`config.mk`:
```
export PLATFORM = sky130hd
export DESIGN_NAME = clip_rect_stack_core
export DESIGN_NICKNAME = d
export VERILOG_FILES = /design/src/sv/crs_pkg.sv /design/src/sv/crs_fifo.sv /design/src/sv/crs_front.sv /design/src/sv/crs_back.sv /design/src/sv/clip_rect_stack_core.sv
export SDC_FILE = /design/constraint.sdc
export NUM_CORES = 2
export LEC_CHECK = 0
export BUFFER_PORTS_ARGS = -buffer_cell sky130_fd_sc_hd__buf_2
export CORE_MARGIN = 3
export CORE_UTILIZATION = 65
export DETAILED_ROUTE_END_ITERATION = 10
export PLACE_DENSITY = 0.84
export SLEW_MARGIN = 20
export SYNTH_ARGS = -nofsm -noshare
export SYNTH_HDL_FRONTEND = slang
export SYNTH_SLANG_ARGS = --single-unit
```
`constraint.sdc`:
```
create_clock -name clk_i -period 15.3 [get_ports clk_i]
set_clock_uncertainty 0.15 [all_clocks]
set_input_delay 1.53 -clock clk_i [delete_from_list [all_inputs] [get_ports clk_i]]
set_output_delay 1.53 -clock clk_i [all_outputs]
set_load 0.005 [all_outputs]
```
`src/sv/crs_pkg.sv`:
```
// Shared types and constants for the clip rectangle stack.
// Used by the front, back and top-level modules; depends on nothing.
package crs_pkg;

  localparam int unsigned CoordW            = 16;
  localparam int unsigned SizeW             = 15;
  localparam int unsigned DepthW            = 5;
  localparam int unsigned CfgIdxW           = 2;
  localparam int unsigned CfgDataW          = 16;
  localparam int unsigned DefaultStackDepth = 16;

  localparam logic [SizeW-1:0] DispWidthRst  = 15'd640;
  localparam logic [SizeW-1:0] DispHeightRst = 15'd480;

  // Request codes; the unused code changes no state in the back end but still yields a result.
  typedef enum logic [1:0] {
    REQ_PUSH  = 2'd0,
    REQ_POP   = 2'd1,
    REQ_CLEAR = 2'd2
  } req_e;

  // Configuration register indexes.
  typedef enum logic [CfgIdxW-1:0] {
    CFG_OFFSET_X = 2'd0,
    CFG_OFFSET_Y = 2'd1,
    CFG_DISP_W   = 2'd2,
    CFG_DISP_H   = 2'd3
  } cfg_idx_e;

  typedef struct packed {
    logic signed [CoordW-1:0] x;
    logic signed [CoordW-1:0] y;
    logic [SizeW-1:0]         w;
    logic [SizeW-1:0]         h;
  } rect_t;

  // Classified request, as it travels from front to back.
  typedef struct packed {
    req_e  req;
    rect_t rect;
  } item_t;

  // Result beat.
  typedef struct packed {
    rect_t             clip;
    logic [DepthW-1:0] depth;
    logic              updated;
    logic              overflow;
  } result_t;

endpackage

```
`src/sv/crs_fifo.sv`:
```
// Two-entry queue used between front and back and on the result side.
// Generic in payload width; depends on nothing else.
module crs_fifo #(
  parameter int unsigned Width = 8
) (
  input  logic             clk_i,
  input  logic             rst_ni,
  input  logic             wr_i,
  output logic             full_o,
  input  logic [Width-1:0] wr_data_i,
  output logic             empty_o,
  input  logic             pop_i,
  output logic [Width-1:0] rd_data_o
);

  logic [Width-1:0] slot_q [2];
  logic             wr_ptr_q, rd_ptr_q;
  logic [1:0]       fill_q, fill_d;
  logic             do_wr, do_rd;

  assign full_o    = fill_q[1];
  assign empty_o   = (fill_q == 2'd0);
  assign do_wr     = wr_i && !full_o;
  assign do_rd     = pop_i && !empty_o;
  assign rd_data_o = slot_q[rd_ptr_q];

  // Track occupancy.
  always_comb begin
    fill_d = fill_q;
    if (do_wr && !do_rd) begin
      fill_d = fill_q + 2'd1;
    end else if (do_rd && !do_wr) begin
      fill_d = fill_q - 2'd1;
    end
  end

  // Advance pointers.
  always_ff @(posedge clk_i or negedge rst_ni) begin
    if (!rst_ni) begin
      wr_ptr_q <= 1'b0;
      rd_ptr_q <= 1'b0;
      fill_q   <= 2'd0;
    end else begin
      fill_q <= fill_d;
      if (do_wr) begin
        wr_ptr_q <= !wr_ptr_q;
      end
      if (do_rd) begin
        rd_ptr_q <= !rd_ptr_q;
      end
    end
  end

  // Hold payload.
  always_ff @(posedge clk_i) begin
    if (do_wr) begin
      slot_q[wr_ptr_q] <= wr_data_i;
    end
  end

endmodule

```
`src/sv/crs_front.sv`:
```
// Front end: accepts requests, classifies them and applies the offset.
// Depends on crs_pkg.
module crs_front (
  input  logic                              push_i,
  output logic                              full_o,
  input  logic [1:0]                        req_type_i,
  input  logic signed [crs_pkg::CoordW-1:0] rect_x_i,
  input  logic signed [crs_pkg::CoordW-1:0] rect_y_i,
  input  logic [crs_pkg::SizeW-1:0]         rect_w_i,
  input  logic [crs_pkg::SizeW-1:0]         rect_h_i,
  input  logic signed [crs_pkg::CoordW-1:0] offset_x_i,
  input  logic signed [crs_pkg::CoordW-1:0] offset_y_i,
  input  logic                              q_full_i,
  output logic                              q_wr_o,
  output crs_pkg::item_t                    q_item_o
);
  import crs_pkg::*;

  // Add two coordinates and saturate to the coordinate range.
  function automatic logic signed [CoordW-1:0] sat_add(
    input logic signed [CoordW-1:0] a,
    input logic signed [CoordW-1:0] b
  );
    logic signed [CoordW:0] sum;
    sum = (CoordW+1)'(a) + (CoordW+1)'(b);
    if (sum[CoordW] != sum[CoordW-1]) begin
      sat_add = sum[CoordW] ? {1'b1, {(CoordW-1){1'b0}}} : {1'b0, {(CoordW-1){1'b1}}};
    end else begin
      sat_add = sum[CoordW-1:0];
    end
  endfunction

  // Stall on a full queue.
  assign full_o = q_full_i;
  assign q_wr_o = push_i && !q_full_i;

  // Classify and move the rectangle.
  always_comb begin
    q_item_o.req    = req_e'(req_type_i);
    q_item_o.rect.x = sat_add(rect_x_i, offset_x_i);
    q_item_o.rect.y = sat_add(rect_y_i, offset_y_i);
    q_item_o.rect.w = rect_w_i;
    q_item_o.rect.h = rect_h_i;
  end

endmodule

```
`src/sv/crs_back.sv`:
```
// Back end: executes requests against the rectangle stack and current clip.
// Depends on crs_pkg; the stack store is a memory inside this module.
module crs_back #(
  parameter int unsigned StackDepth = crs_pkg::DefaultStackDepth
) (
  input  logic                      clk_i,
  input  logic                      rst_ni,
  input  logic                      q_empty_i,
  output logic                      q_pop_o,
  input  crs_pkg::item_t            q_item_i,
  input  logic [crs_pkg::SizeW-1:0] disp_w_i,
  input  logic [crs_pkg::SizeW-1:0] disp_h_i,
  input  logic                      r_full_i,
  output logic                      r_wr_o,
  output crs_pkg::result_t          r_data_o
);
  import crs_pkg::*;

  localparam int unsigned AddrW = $clog2(StackDepth);
  localparam int unsigned CntW  = $clog2(StackDepth + 1);
  localparam logic [CntW-1:0] CntMax = CntW'(StackDepth);

  rect_t                  store_mem [StackDepth];
  rect_t                  below_q;
  rect_t                  cur_q, cur_d, isect;
  logic [CntW-1:0]        cnt_q, cnt_d;
  logic [AddrW-1:0]       wr_addr, rd_addr;
  logic                   go, wr_en, upd, ovf, no_overlap;
  logic signed [CoordW-1:0] lft, top;
  logic signed [CoordW:0] cur_r, cur_b, mv_r, mv_b, rgt, bot, lft_x, top_x, dif_w, dif_h;

  // Intersect the moved rectangle with the current clip.
  always_comb begin
    cur_r = (CoordW+1)'(cur_q.x) + $signed({2'b00, cur_q.w});
    cur_b = (CoordW+1)'(cur_q.y) + $signed({2'b00, cur_q.h});
    mv_r  = (CoordW+1)'(q_item_i.rect.x) + $signed({2'b00, q_item_i.rect.w});
    mv_b  = (CoordW+1)'(q_item_i.rect.y) + $signed({2'b00, q_item_i.rect.h});
    lft   = (cur_q.x > q_item_i.rect.x) ? cur_q.x : q_item_i.rect.x;
    top   = (cur_q.y > q_item_i.rect.y) ? cur_q.y : q_item_i.rect.y;
    rgt   = (cur_r < mv_r) ? cur_r : mv_r;
    bot   = (cur_b < mv_b) ? cur_b : mv_b;
    lft_x = (CoordW+1)'(lft);
    top_x = (CoordW+1)'(top);
    dif_w = rgt - lft_x;
    dif_h = bot - top_x;
    no_overlap = (lft_x > rgt) || (bot < top_x);
    if (no_overlap) begin
      isect = '0;
    end else begin
      isect.x = lft;
      isect.y = top;
      isect.w = dif_w[SizeW-1:0];
      isect.h = dif_h[SizeW-1:0];
    end
  end

  // Execute one request when a result slot is free.
  always_comb begin
    go    = !q_empty_i && !r_full_i;
    cnt_d = cnt_q;
    cur_d = cur_q;
    wr_en = 1'b0;
    upd   = 1'b0;
    ovf   = 1'b0;
    if (go) begin
      unique case (q_item_i.req)
        REQ_PUSH: begin
          if (cnt_q == CntMax) begin
            ovf = 1'b1;
          end else begin
            wr_en = 1'b1;
            upd   = 1'b1;
            cnt_d = cnt_q + CntW'(1);
            cur_d = (cnt_q == '0) ? q_item_i.rect : isect;
          end
        end
        REQ_POP: begin
          if (cnt_q != '0) begin
            cnt_d = cnt_q - CntW'(1);
            if (cnt_q != CntW'(1)) begin
              cur_d = below_q;
              upd   = 1'b1;
            end
          end
        end
        REQ_CLEAR: begin
          cnt_d   = '0;
          cur_d.x = '0;
          cur_d.y = '0;
          cur_d.w = disp_w_i;
          cur_d.h = disp_h_i;
          upd     = 1'b1;
        end
        default: begin
        end
      endcase
    end
  end

  assign q_pop_o  = go;
  assign r_wr_o   = go;
  assign r_data_o = '{clip: cur_d, depth: DepthW'(cnt_d), updated: upd, overflow: ovf};

  // Push writes the new top; the entry below the next top is prefetched.
  assign wr_addr = cnt_q[AddrW-1:0];
  assign rd_addr = AddrW'(cnt_d - CntW'(2));

  always_ff @(posedge clk_i) begin
    if (wr_en) begin
      store_mem[wr_addr] <= cur_d;
    end
    below_q <= store_mem[rd_addr];
  end

  // Hold count and current clip.
  always_ff @(posedge clk_i or negedge rst_ni) begin
    if (!rst_ni) begin
      cnt_q <= '0;
      cur_q <= '0;
    end else begin
      cnt_q <= cnt_d;
      cur_q <= cur_d;
    end
  end

endmodule

```
`src/sv/clip_rect_stack_core.sv`:
```
// Top level of the clip rectangle stack: configuration registers, front,
// queues and back. Depends on crs_pkg, crs_front, crs_fifo and crs_back.
//
//   channel  handshake           beat accepted when   payload
//   request  push / full         push && !full        req_type_i, rect_*_i
//   result   empty / pop         pop && !empty        clip_*_o, stack_depth_o, flags
//   config   cfg_we_i            cfg_we_i             cfg_idx_i, cfg_wdata_i
//
// One request per cycle is sustained unless the result side backs up; the stack
// update and intersection happen in the back end.
// A result passes through the middle queue and the result queue, both
// registered, before it reaches the result ports.
// The stack store is not cleared by reset; only the count and clip are.
// Each side has a two-entry queue, so a stalled result side backs up into
// full only after both queues fill.
module clip_rect_stack_core #(
  parameter int unsigned StackDepth = crs_pkg::DefaultStackDepth
) (
  input  logic                                 clk_i,
  input  logic                                 rst_ni,
  input  logic                                 push,
  output logic                                 full,
  input  logic [1:0]                           req_type_i,
  input  logic signed [crs_pkg::CoordW-1:0]    rect_x_i,
  input  logic signed [crs_pkg::CoordW-1:0]    rect_y_i,
  input  logic [crs_pkg::SizeW-1:0]            rect_w_i,
  input  logic [crs_pkg::SizeW-1:0]            rect_h_i,
  output logic                                 empty,
  input  logic                                 pop,
  output logic signed [crs_pkg::CoordW-1:0]    clip_x_o,
  output logic signed [crs_pkg::CoordW-1:0]    clip_y_o,
  output logic [crs_pkg::SizeW-1:0]            clip_w_o,
  output logic [crs_pkg::SizeW-1:0]            clip_h_o,
  output logic [crs_pkg::DepthW-1:0]           stack_depth_o,
  output logic                                 clip_updated_o,
  output logic                                 overflow_o,
  input  logic                                 cfg_we_i,
  input  logic [crs_pkg::CfgIdxW-1:0]          cfg_idx_i,
  input  logic [crs_pkg::CfgDataW-1:0]         cfg_wdata_i
);
  import crs_pkg::*;

  logic signed [CoordW-1:0] offset_x_q, offset_y_q;
  logic [SizeW-1:0]         disp_w_q, disp_h_q;

  logic    mid_wr, mid_full, mid_empty, mid_pop;
  item_t   mid_wdata, mid_rdata;
  logic    res_wr, res_full;
  result_t res_wdata, res_rdata;

  // Configuration writes.
  always_ff @(posedge clk_i or negedge rst_ni) begin
    if (!rst_ni) begin
      offset_x_q <= '0;
      offset_y_q <= '0;
      disp_w_q   <= DispWidthRst;
      disp_h_q   <= DispHeightRst;
    end else if (cfg_we_i) begin
      unique case (cfg_idx_e'(cfg_idx_i))
        CFG_OFFSET_X: offset_x_q <= cfg_wdata_i;
        CFG_OFFSET_Y: offset_y_q <= cfg_wdata_i;
        CFG_DISP_W:   disp_w_q   <= cfg_wdata_i[SizeW-1:0];
        CFG_DISP_H:   disp_h_q   <= cfg_wdata_i[SizeW-1:0];
        default: begin
        end
      endcase
    end
  end

  crs_front u_front (
    .push_i     (push),
    .full_o     (full),
    .req_type_i (req_type_i),
    .rect_x_i   (rect_x_i),
    .rect_y_i   (rect_y_i),
    .rect_w_i   (rect_w_i),
    .rect_h_i   (rect_h_i),
    .offset_x_i (offset_x_q),
    .offset_y_i (offset_y_q),
    .q_full_i   (mid_full),
    .q_wr_o     (mid_wr),
    .q_item_o   (mid_wdata)
  );

  crs_fifo #(
    .Width ($bits(item_t))
  ) u_mid_fifo (
    .clk_i     (clk_i),
    .rst_ni    (rst_ni),
    .wr_i      (mid_wr),
    .full_o    (mid_full),
    .wr_data_i (mid_wdata),
    .empty_o   (mid_empty),
    .pop_i     (mid_pop),
    .rd_data_o (mid_rdata)
  );

  crs_back #(
    .StackDepth (StackDepth)
  ) u_back (
    .clk_i     (clk_i),
    .rst_ni    (rst_ni),
    .q_empty_i (mid_empty),
    .q_pop_o   (mid_pop),
    .q_item_i  (mid_rdata),
    .disp_w_i  (disp_w_q),
    .disp_h_i  (disp_h_q),
    .r_full_i  (res_full),
    .r_wr_o    (res_wr),
    .r_data_o  (res_wdata)
  );

  crs_fifo #(
    .Width ($bits(result_t))
  ) u_res_fifo (
    .clk_i     (clk_i),
    .rst_ni    (rst_ni),
    .wr_i      (res_wr),
    .full_o    (res_full),
    .wr_data_i (res_wdata),
    .empty_o   (empty),
    .pop_i     (pop),
    .rd_data_o (res_rdata)
  );

  // Unpack the result beat.
  assign clip_x_o       = res_rdata.clip.x;
  assign clip_y_o       = res_rdata.clip.y;
  assign clip_w_o       = res_rdata.clip.w;
  assign clip_h_o       = res_rdata.clip.h;
  assign stack_depth_o  = res_rdata.depth;
  assign clip_updated_o = res_rdata.updated;
  assign overflow_o     = res_rdata.overflow;

  // A dropped push never updates the clip.
  a_ovf_no_update: assert property (@(posedge clk_i) disable iff (!rst_ni)
    (!empty && overflow_o) |-> !clip_updated_o)
    else $error("overflow result reports a clip update");

  // A dropped push only happens on a full stack.
  a_ovf_full_depth: assert property (@(posedge clk_i) disable iff (!rst_ni)
    (!empty && overflow_o) |-> (stack_depth_o == DepthW'(StackDepth)))
    else $error("overflow result without a full stack");

  // An update that leaves the stack empty is a clear, anchored at the origin.
  a_clear_origin: assert property (@(posedge clk_i) disable iff (!rst_ni)
    (StackDepth < 32 && !empty && clip_updated_o && stack_depth_o == '0)
      |-> (clip_x_o == '0 && clip_y_o == '0))
    else $error("empty-stack update not at origin");

  // The back end drains the middle queue whenever the result side has room.
  a_back_drains: assert property (@(posedge clk_i) disable iff (!rst_ni)
    (!mid_empty && !res_full) |-> (mid_pop && res_wr))
    else $error("back end stalled with room on both sides");

endmodule
```
Yosys cells after proc, flatten, opt, wreduce, memory -nomap -nowiden:

Memory sizes are Yosys's and may differ from the RTL's. A register that Yosys moved wholly into a read port is not among the register bits.
Cells that the tools add are included.

* flip-flop bits (word level): 137
* bits in writable memories: 1258
* bits of input ports: 87
* output and inout bits: 71
* word-level logic and storage cells: 122
* memories kept: 3

* add/subtract/negate cells: 15
* order comparisons: 6
* eq/ne operators: 9
* multiplexer cells: 39
* reduce and logical (&&, ||, !) cells: 35

Memories
* u_back.store_mem: words 16, width 62, rd ports 1, clocked after Yosys merged registers in 1, wr ports 1, RTL line crs_back.sv:23 `rect_t store_mem [StackDepth];`
* u_res_fifo.slot_q: words 2, width 69, rd ports 1, clocked after Yosys merged registers in 0, wr ports 1, RTL line crs_fifo.sv:16 `logic [Width-1:0] slot_q [2];`
* u_mid_fifo.slot_q: words 2, width 64, rd ports 1, clocked after Yosys merged registers in 0, wr ports 1, RTL line crs_fifo.sv:16

Operators with widths (number)
* $mux 62: 6
* $pmux 62 s3: 1
* $add 16x16->17: 6
* $mux 16: 6
* $lt 17x17->1: 2
* $mux 17: 2
* $gt 16x16->1: 2
* $sub 15x15->15: 2
* $gt 16x17->1: 1
* $lt 17x16->1: 1
* $mux 1: 15
* $mux 5: 3
* $pmux 5 s3: 1
* $logic_not 1->1: 12
* $logic_and 1x1->1: 10
* $logic_not 2->1: 4
* $mux 2: 4
* $reduce_and 2->1: 4
* $eq 2x2->1 const B: 3
* $add 5x1->5 const B: 1
* $eq 5x5->1 const B: 1
* $logic_not 5->1: 1
* $ne 5x1->1 const B: 1
* $reduce_bool 5->1: 1
* 9 further kinds: 14

Longest topological paths before layout:

An unclocked memory read counts as a cell.

* depth in word-level cells: 11
* mapped depth: 35
* depth with buffers taken out: 32

Cells and area by module:

From an unflattened synthesis, not the netlist that was laid out.

* cell total of the unflattened synthesis: 4213
* area, all modules: 66774.0 um^2

By module, submodules not included
* crs_back: times used 1, cells each 3261, area an instance 51304.2 um^2, seq. area each 32706.4 um^2
* crs_fifo at u_res_fifo: times used 1, cells each 232, area an instance 5520.3 um^2, seq. area each 4244.1 um^2
* crs_fifo at u_mid_fifo: times used 1, cells each 216, area an instance 5013.6 um^2, seq. area each 3943.8 um^2
* crs_front: times used 1, cells each 372, area an instance 2590.0 um^2, seq. area each 0.0 um^2
* clip_rect_stack_core: times used 1, cells each 132, area an instance 2346.0 um^2, seq. area each 1559.0 um^2

Worst setup path after synthesis:

OpenSTA, ideal clock, no wires.

* path kind: reg2reg
* start: register u_mid_fifo.rd_ptr_q
* end: memory u_back.store_mem[9][0] (netlist bit), enable pin
* setup time: 0.657 ns
* arrival: 8.469 ns
* data required time: 14.493 ns
* slack: 6.024 ns
* stages on the path, launching flop included: 9
* buffers on the path: 5
* clock period less this slack: 9.276 ns
* path through: dfrtp_1 -> buf_4 -> clkbuf_1 -> mux2i_1 -> o21ai_1 -> clkbuf_1 -> clkbuf_1 -> clkbuf_1 -> nor4b_1

* word-level cells in the longest chain between the ends: 6

RTL lines
* start: declaration: RTL line crs_fifo.sv:17 `logic wr_ptr_q, rd_ptr_q;`
* start signal: assignment: RTL line crs_fifo.sv:49 `rd_ptr_q <= !rd_ptr_q;`
* $mem_v2 2x64
* $logic_not 2->1: RTL line crs_back.sv:66 `unique case (q_item_i.req)`
* $mux 1: RTL line crs_back.sv:66
* $mux 1: RTL line crs_back.sv:65 `if (go) begin`
* $mux 1: RTL line crs_back.sv:109 `if (wr_en) begin`
* $mux 1 (not written as such): RTL line crs_back.sv:110 `store_mem[wr_addr] <= cur_d;`
* end: declaration: RTL line crs_back.sv:23

No other way between the ends.

==> results.yml <==
synth:
  synthFlopType: "edfxtp_1"
  ys_ff_latch: 1457
  syn_nets: 5004
  syn_area_um2: 64800
  ys_seq_area_share_pct: 65.5
  synthDistinctLibCells: 91
  synth_edf_count: 1258
  netlist_instances: 4698
  avgSynthCellArea_um2: 13.8
  yosysWarnings: 0
  synth-async-reset-ratio_pct: 9.40
timing:
  drv_slew: 0
  slew_headroom_pct: 17.2
  post-route-period-util_pct: 68.0
  fin_ws_ns: 4.90
  fmax_mhz: 96.1
  finalSetupTns_ns: 0
  worst_pin_slew_ns: 1.23
  hold_viol: 0
  rsz0062_at_grt: "false"
  setup_viol_count_final: 0
  min_period_ns: 10.40
route:
  drt-wirelength-per-cell_um: 29.4
  antenna_left: 0
  drt-initial-drc-count: 6085
  vias: 43200
  vias_per_cell: 6.89
  first_pass_iters: 8
  drc: 0
  routed_wirelength_mm: 184
floorplanning:
  start_util_pct: 65.7
  ios: 158
  core_area_um2: 98600
  die-area_um2: 103000
  core.rowCount: 115
  die-height_um: 322
  die_x_um: 322
clock_network:
  post_cts_resize_count: 0
  cts-htree-levels: 4
  tritoncts: "yes"
  clk_latency_ns: 0.77
  hold_buffers: 0
  clock-sinks: 1457
  path_clk_slew_ns: 0.06
  cts_root_buffer: "clkbuf_16"
  cts_max_path_buffers: 3
  cts_buffers: 144
  cts_setup_buffers: 0
setup_path:
  arrival_ns: 10.64
  cp_slowest_cell: "nor2_2"
  cp.required_ns: 15.54
  crit_buf_inv: 2
  crit_family: "compound AO/OA/AOI/OAI gates"
  cp-end-kind: "flop"
  start_kind: "flop"
  worstSetupPathType: "flop to flop"
  crit_path_max_incr_delay_ns: 1.06
  path_max_fanout: 43
cells_and_area:
  n_fill_cell: 5894
  final_area_um2: 72000
  seq_area_um2: 42500
  multi_input_area_um2: 21200
  layout-drive-gt1-share_pct: 16.6
  layout_common_cells: "edfxtp_1, nand2_1, mux2_2"
  final_nets: 5166
  mostFrequentLayoutCell: "edfxtp_1"
  syn2layout_area_growth_pct: 11.2
global_route:
  grtUsageMet3_pct: 8.56
  grt.total_usage_pct: 35.4
  grt_util_met1_pct: 49.2
  grt_overflow: 0
  busiest_layer: "met2"
  grt_pass1_vias: 42000
  antenna_found_initial: 10
  grt_first_pass_wirelength_mm: 268
  gr-usage-met2_pct: 53.4
  grt_max_degree: 147
placed_design:
  portBuffers: 157
  hpwl_mm: 112
  dp_worst_setup_slack_ns: 5.08
  globalplace.congestion: 1.03
  placed_area_um2: 67200
outcome:
  status: "finished clean"
run:
  drv_cap: 0
min_path:
  hold_path_class: "flop to flop"
-- kinds of logic after synthesis --
group           Yosys count  share of synthesized area (%)
mux                     511                           8.88
buf+inv                 352                           2.18
flops                  1457                           65.5
compound gates          826                           9.03
xor+xnor                110                           1.52
simple gates           1220                           8.49
fa+ha+maj               222                           4.37
-- layout make-up --
type / count / share of cell area, %
antenna: 5 / 0.0174
clock buffer: 193 / 5.48
sequential: 1457 / 58.9
timing repair buffer: 247 / 2.07
inverter: 121 / 0.644
clock inverter: 72 / 1.15
tap: 1287 / 2.24
multi-input combinational: 2889 / 29.4
-- path summary, 6_finish.rpt --
path                                                 startpoint                                end  slack [ns]  cells past startpoint
worst max-delay path            u_mid_fifo.rd_ptr_q$_DFFE_PN0P_  u_back.store_mem[2][60]$_DFFE_PP_        4.90                     27
worst min-delay path                  offset_x_q[9]$_DFFE_PN0P_          offset_x_q[9]$_DFFE_PN0P_        0.36                      1
worst max register to register  u_mid_fifo.rd_ptr_q$_DFFE_PN0P_  u_back.store_mem[2][60]$_DFFE_PP_        4.90                     27
worst min register to register        offset_x_q[9]$_DFFE_PN0P_          offset_x_q[9]$_DFFE_PN0P_        0.36                      1
max in group asynchronous                                rst_ni         u_back.cur_q[60]$_DFF_PN0_       12.86                      2
min in group asynchronous                                rst_ni          offset_y_q[9]$_DFFE_PN0P_        0.72                      1
-- layer usage --
metal | share of wire, % | routed length [um]
met1 | 38 | 69500
met2 | 45 | 82800
met3 | 13 | 23300
met4 | 4.8 | 8770
met5 | 0.031 | 57
-- metrics by stage --
step           util (%)  hold slack, ns  std cells
5_1_grt            73.1           0.373       6266
2_1_floorplan         -           0.310       4698
3_5_place_dp       68.1           0.352       6001
6_report           73.1           0.360       6271
4_1_cts            73.0           0.361       6266
3_3_place_gp       68.1           0.342       6001
-- state kept, by name (all words and copies together) (netlist names), 2 cells and up --
name	flops
u_mid_fifo.slot_q	128
offset_y_q	16
disp_w_q	15
u_res_fifo.fill_q	2
u_back.cur_q	62
u_back.cnt_q	5
disp_h_q	15
u_back.store_mem	992
u_res_fifo.slot_q	138
u_mid_fifo.fill_q	2
u_back.below_q	62
offset_x_q	16
-- synth_stat cells (15+ instances only) --
| master | n | area [um2] |
|---|---|---|
| mux2i_1 | 233 | 2330 |
| a22oi_1 | 15 | 113 |
| a211oi_1 | 17 | 128 |
| buf_2 | 52 | 260 |
| a21oi_1 | 132 | 661 |
| clkbuf_1 | 156 | 586 |
| o2bb2ai_1 | 16 | 140 |
| nand2_1 | 722 | 2710 |
| o211ai_1 | 21 | 158 |
| nor2_1 | 124 | 465 |
| o21ai_0 | 135 | 676 |
| a222oi_1 | 15 | 150 |
| dfrtp_1 | 131 | 3280 |
| xor2_1 | 40 | 350 |
| o31ai_1 | 21 | 158 |
| o32ai_1 | 49 | 429 |
| a21o_1 | 57 | 428 |
| mux2_2 | 252 | 2840 |
| nand3_1 | 24 | 120 |
| buf_1 | 17 | 63.8 |
| o22ai_1 | 18 | 113 |
| a221o_1 | 76 | 761 |
| inv_1 | 117 | 439 |
| nor2b_1 | 15 | 93.8 |
| mux4_2 | 26 | 586 |
| xnor2_1 | 69 | 604 |
| ha_1 | 211 | 2640 |
| a31oi_1 | 114 | 713 |
| nor3_1 | 31 | 155 |
| a221oi_1 | 39 | 342 |
| a22o_1 | 17 | 149 |
| nand2b_1 | 24 | 150 |
| and3_1 | 214 | 1340 |
| dfxtp_1 | 62 | 1240 |
| o21a_1 | 17 | 128 |
| edfxtp_1 | 1258 | 37800 |
-- worst reg2reg max path, cell delays in order, from the launching register on --
cell,delay [ns]
dfrtp_2,0.80
buf_4,0.67
mux2_2,0.52
ha_1,0.34
a211oi_1,0.23
nor2_1,0.08
o41ai_1,0.42
o21ai_0,0.26
o41ai_1,0.42
o21ai_0,0.23
xnor2_1,0.30
ha_1,0.30
a21oi_1,0.14
nor2b_1,0.06
o31a_1,0.28
o41ai_4,0.21
buf_4,0.33
o21ai_0,0.20
ha_1,0.30
nor2b_1,0.18
o211ai_1,0.14
and3_1,0.18
o31a_1,0.37
o2bb2ai_1,0.22
nand3_1,0.49
nor2_2,1.06
a221oi_1,0.23
nor2_1,0.93
Power is left out: the tool's default activity adds up to more than one toggle a clock period on the data nets, which glitch-free logic cannot reach.
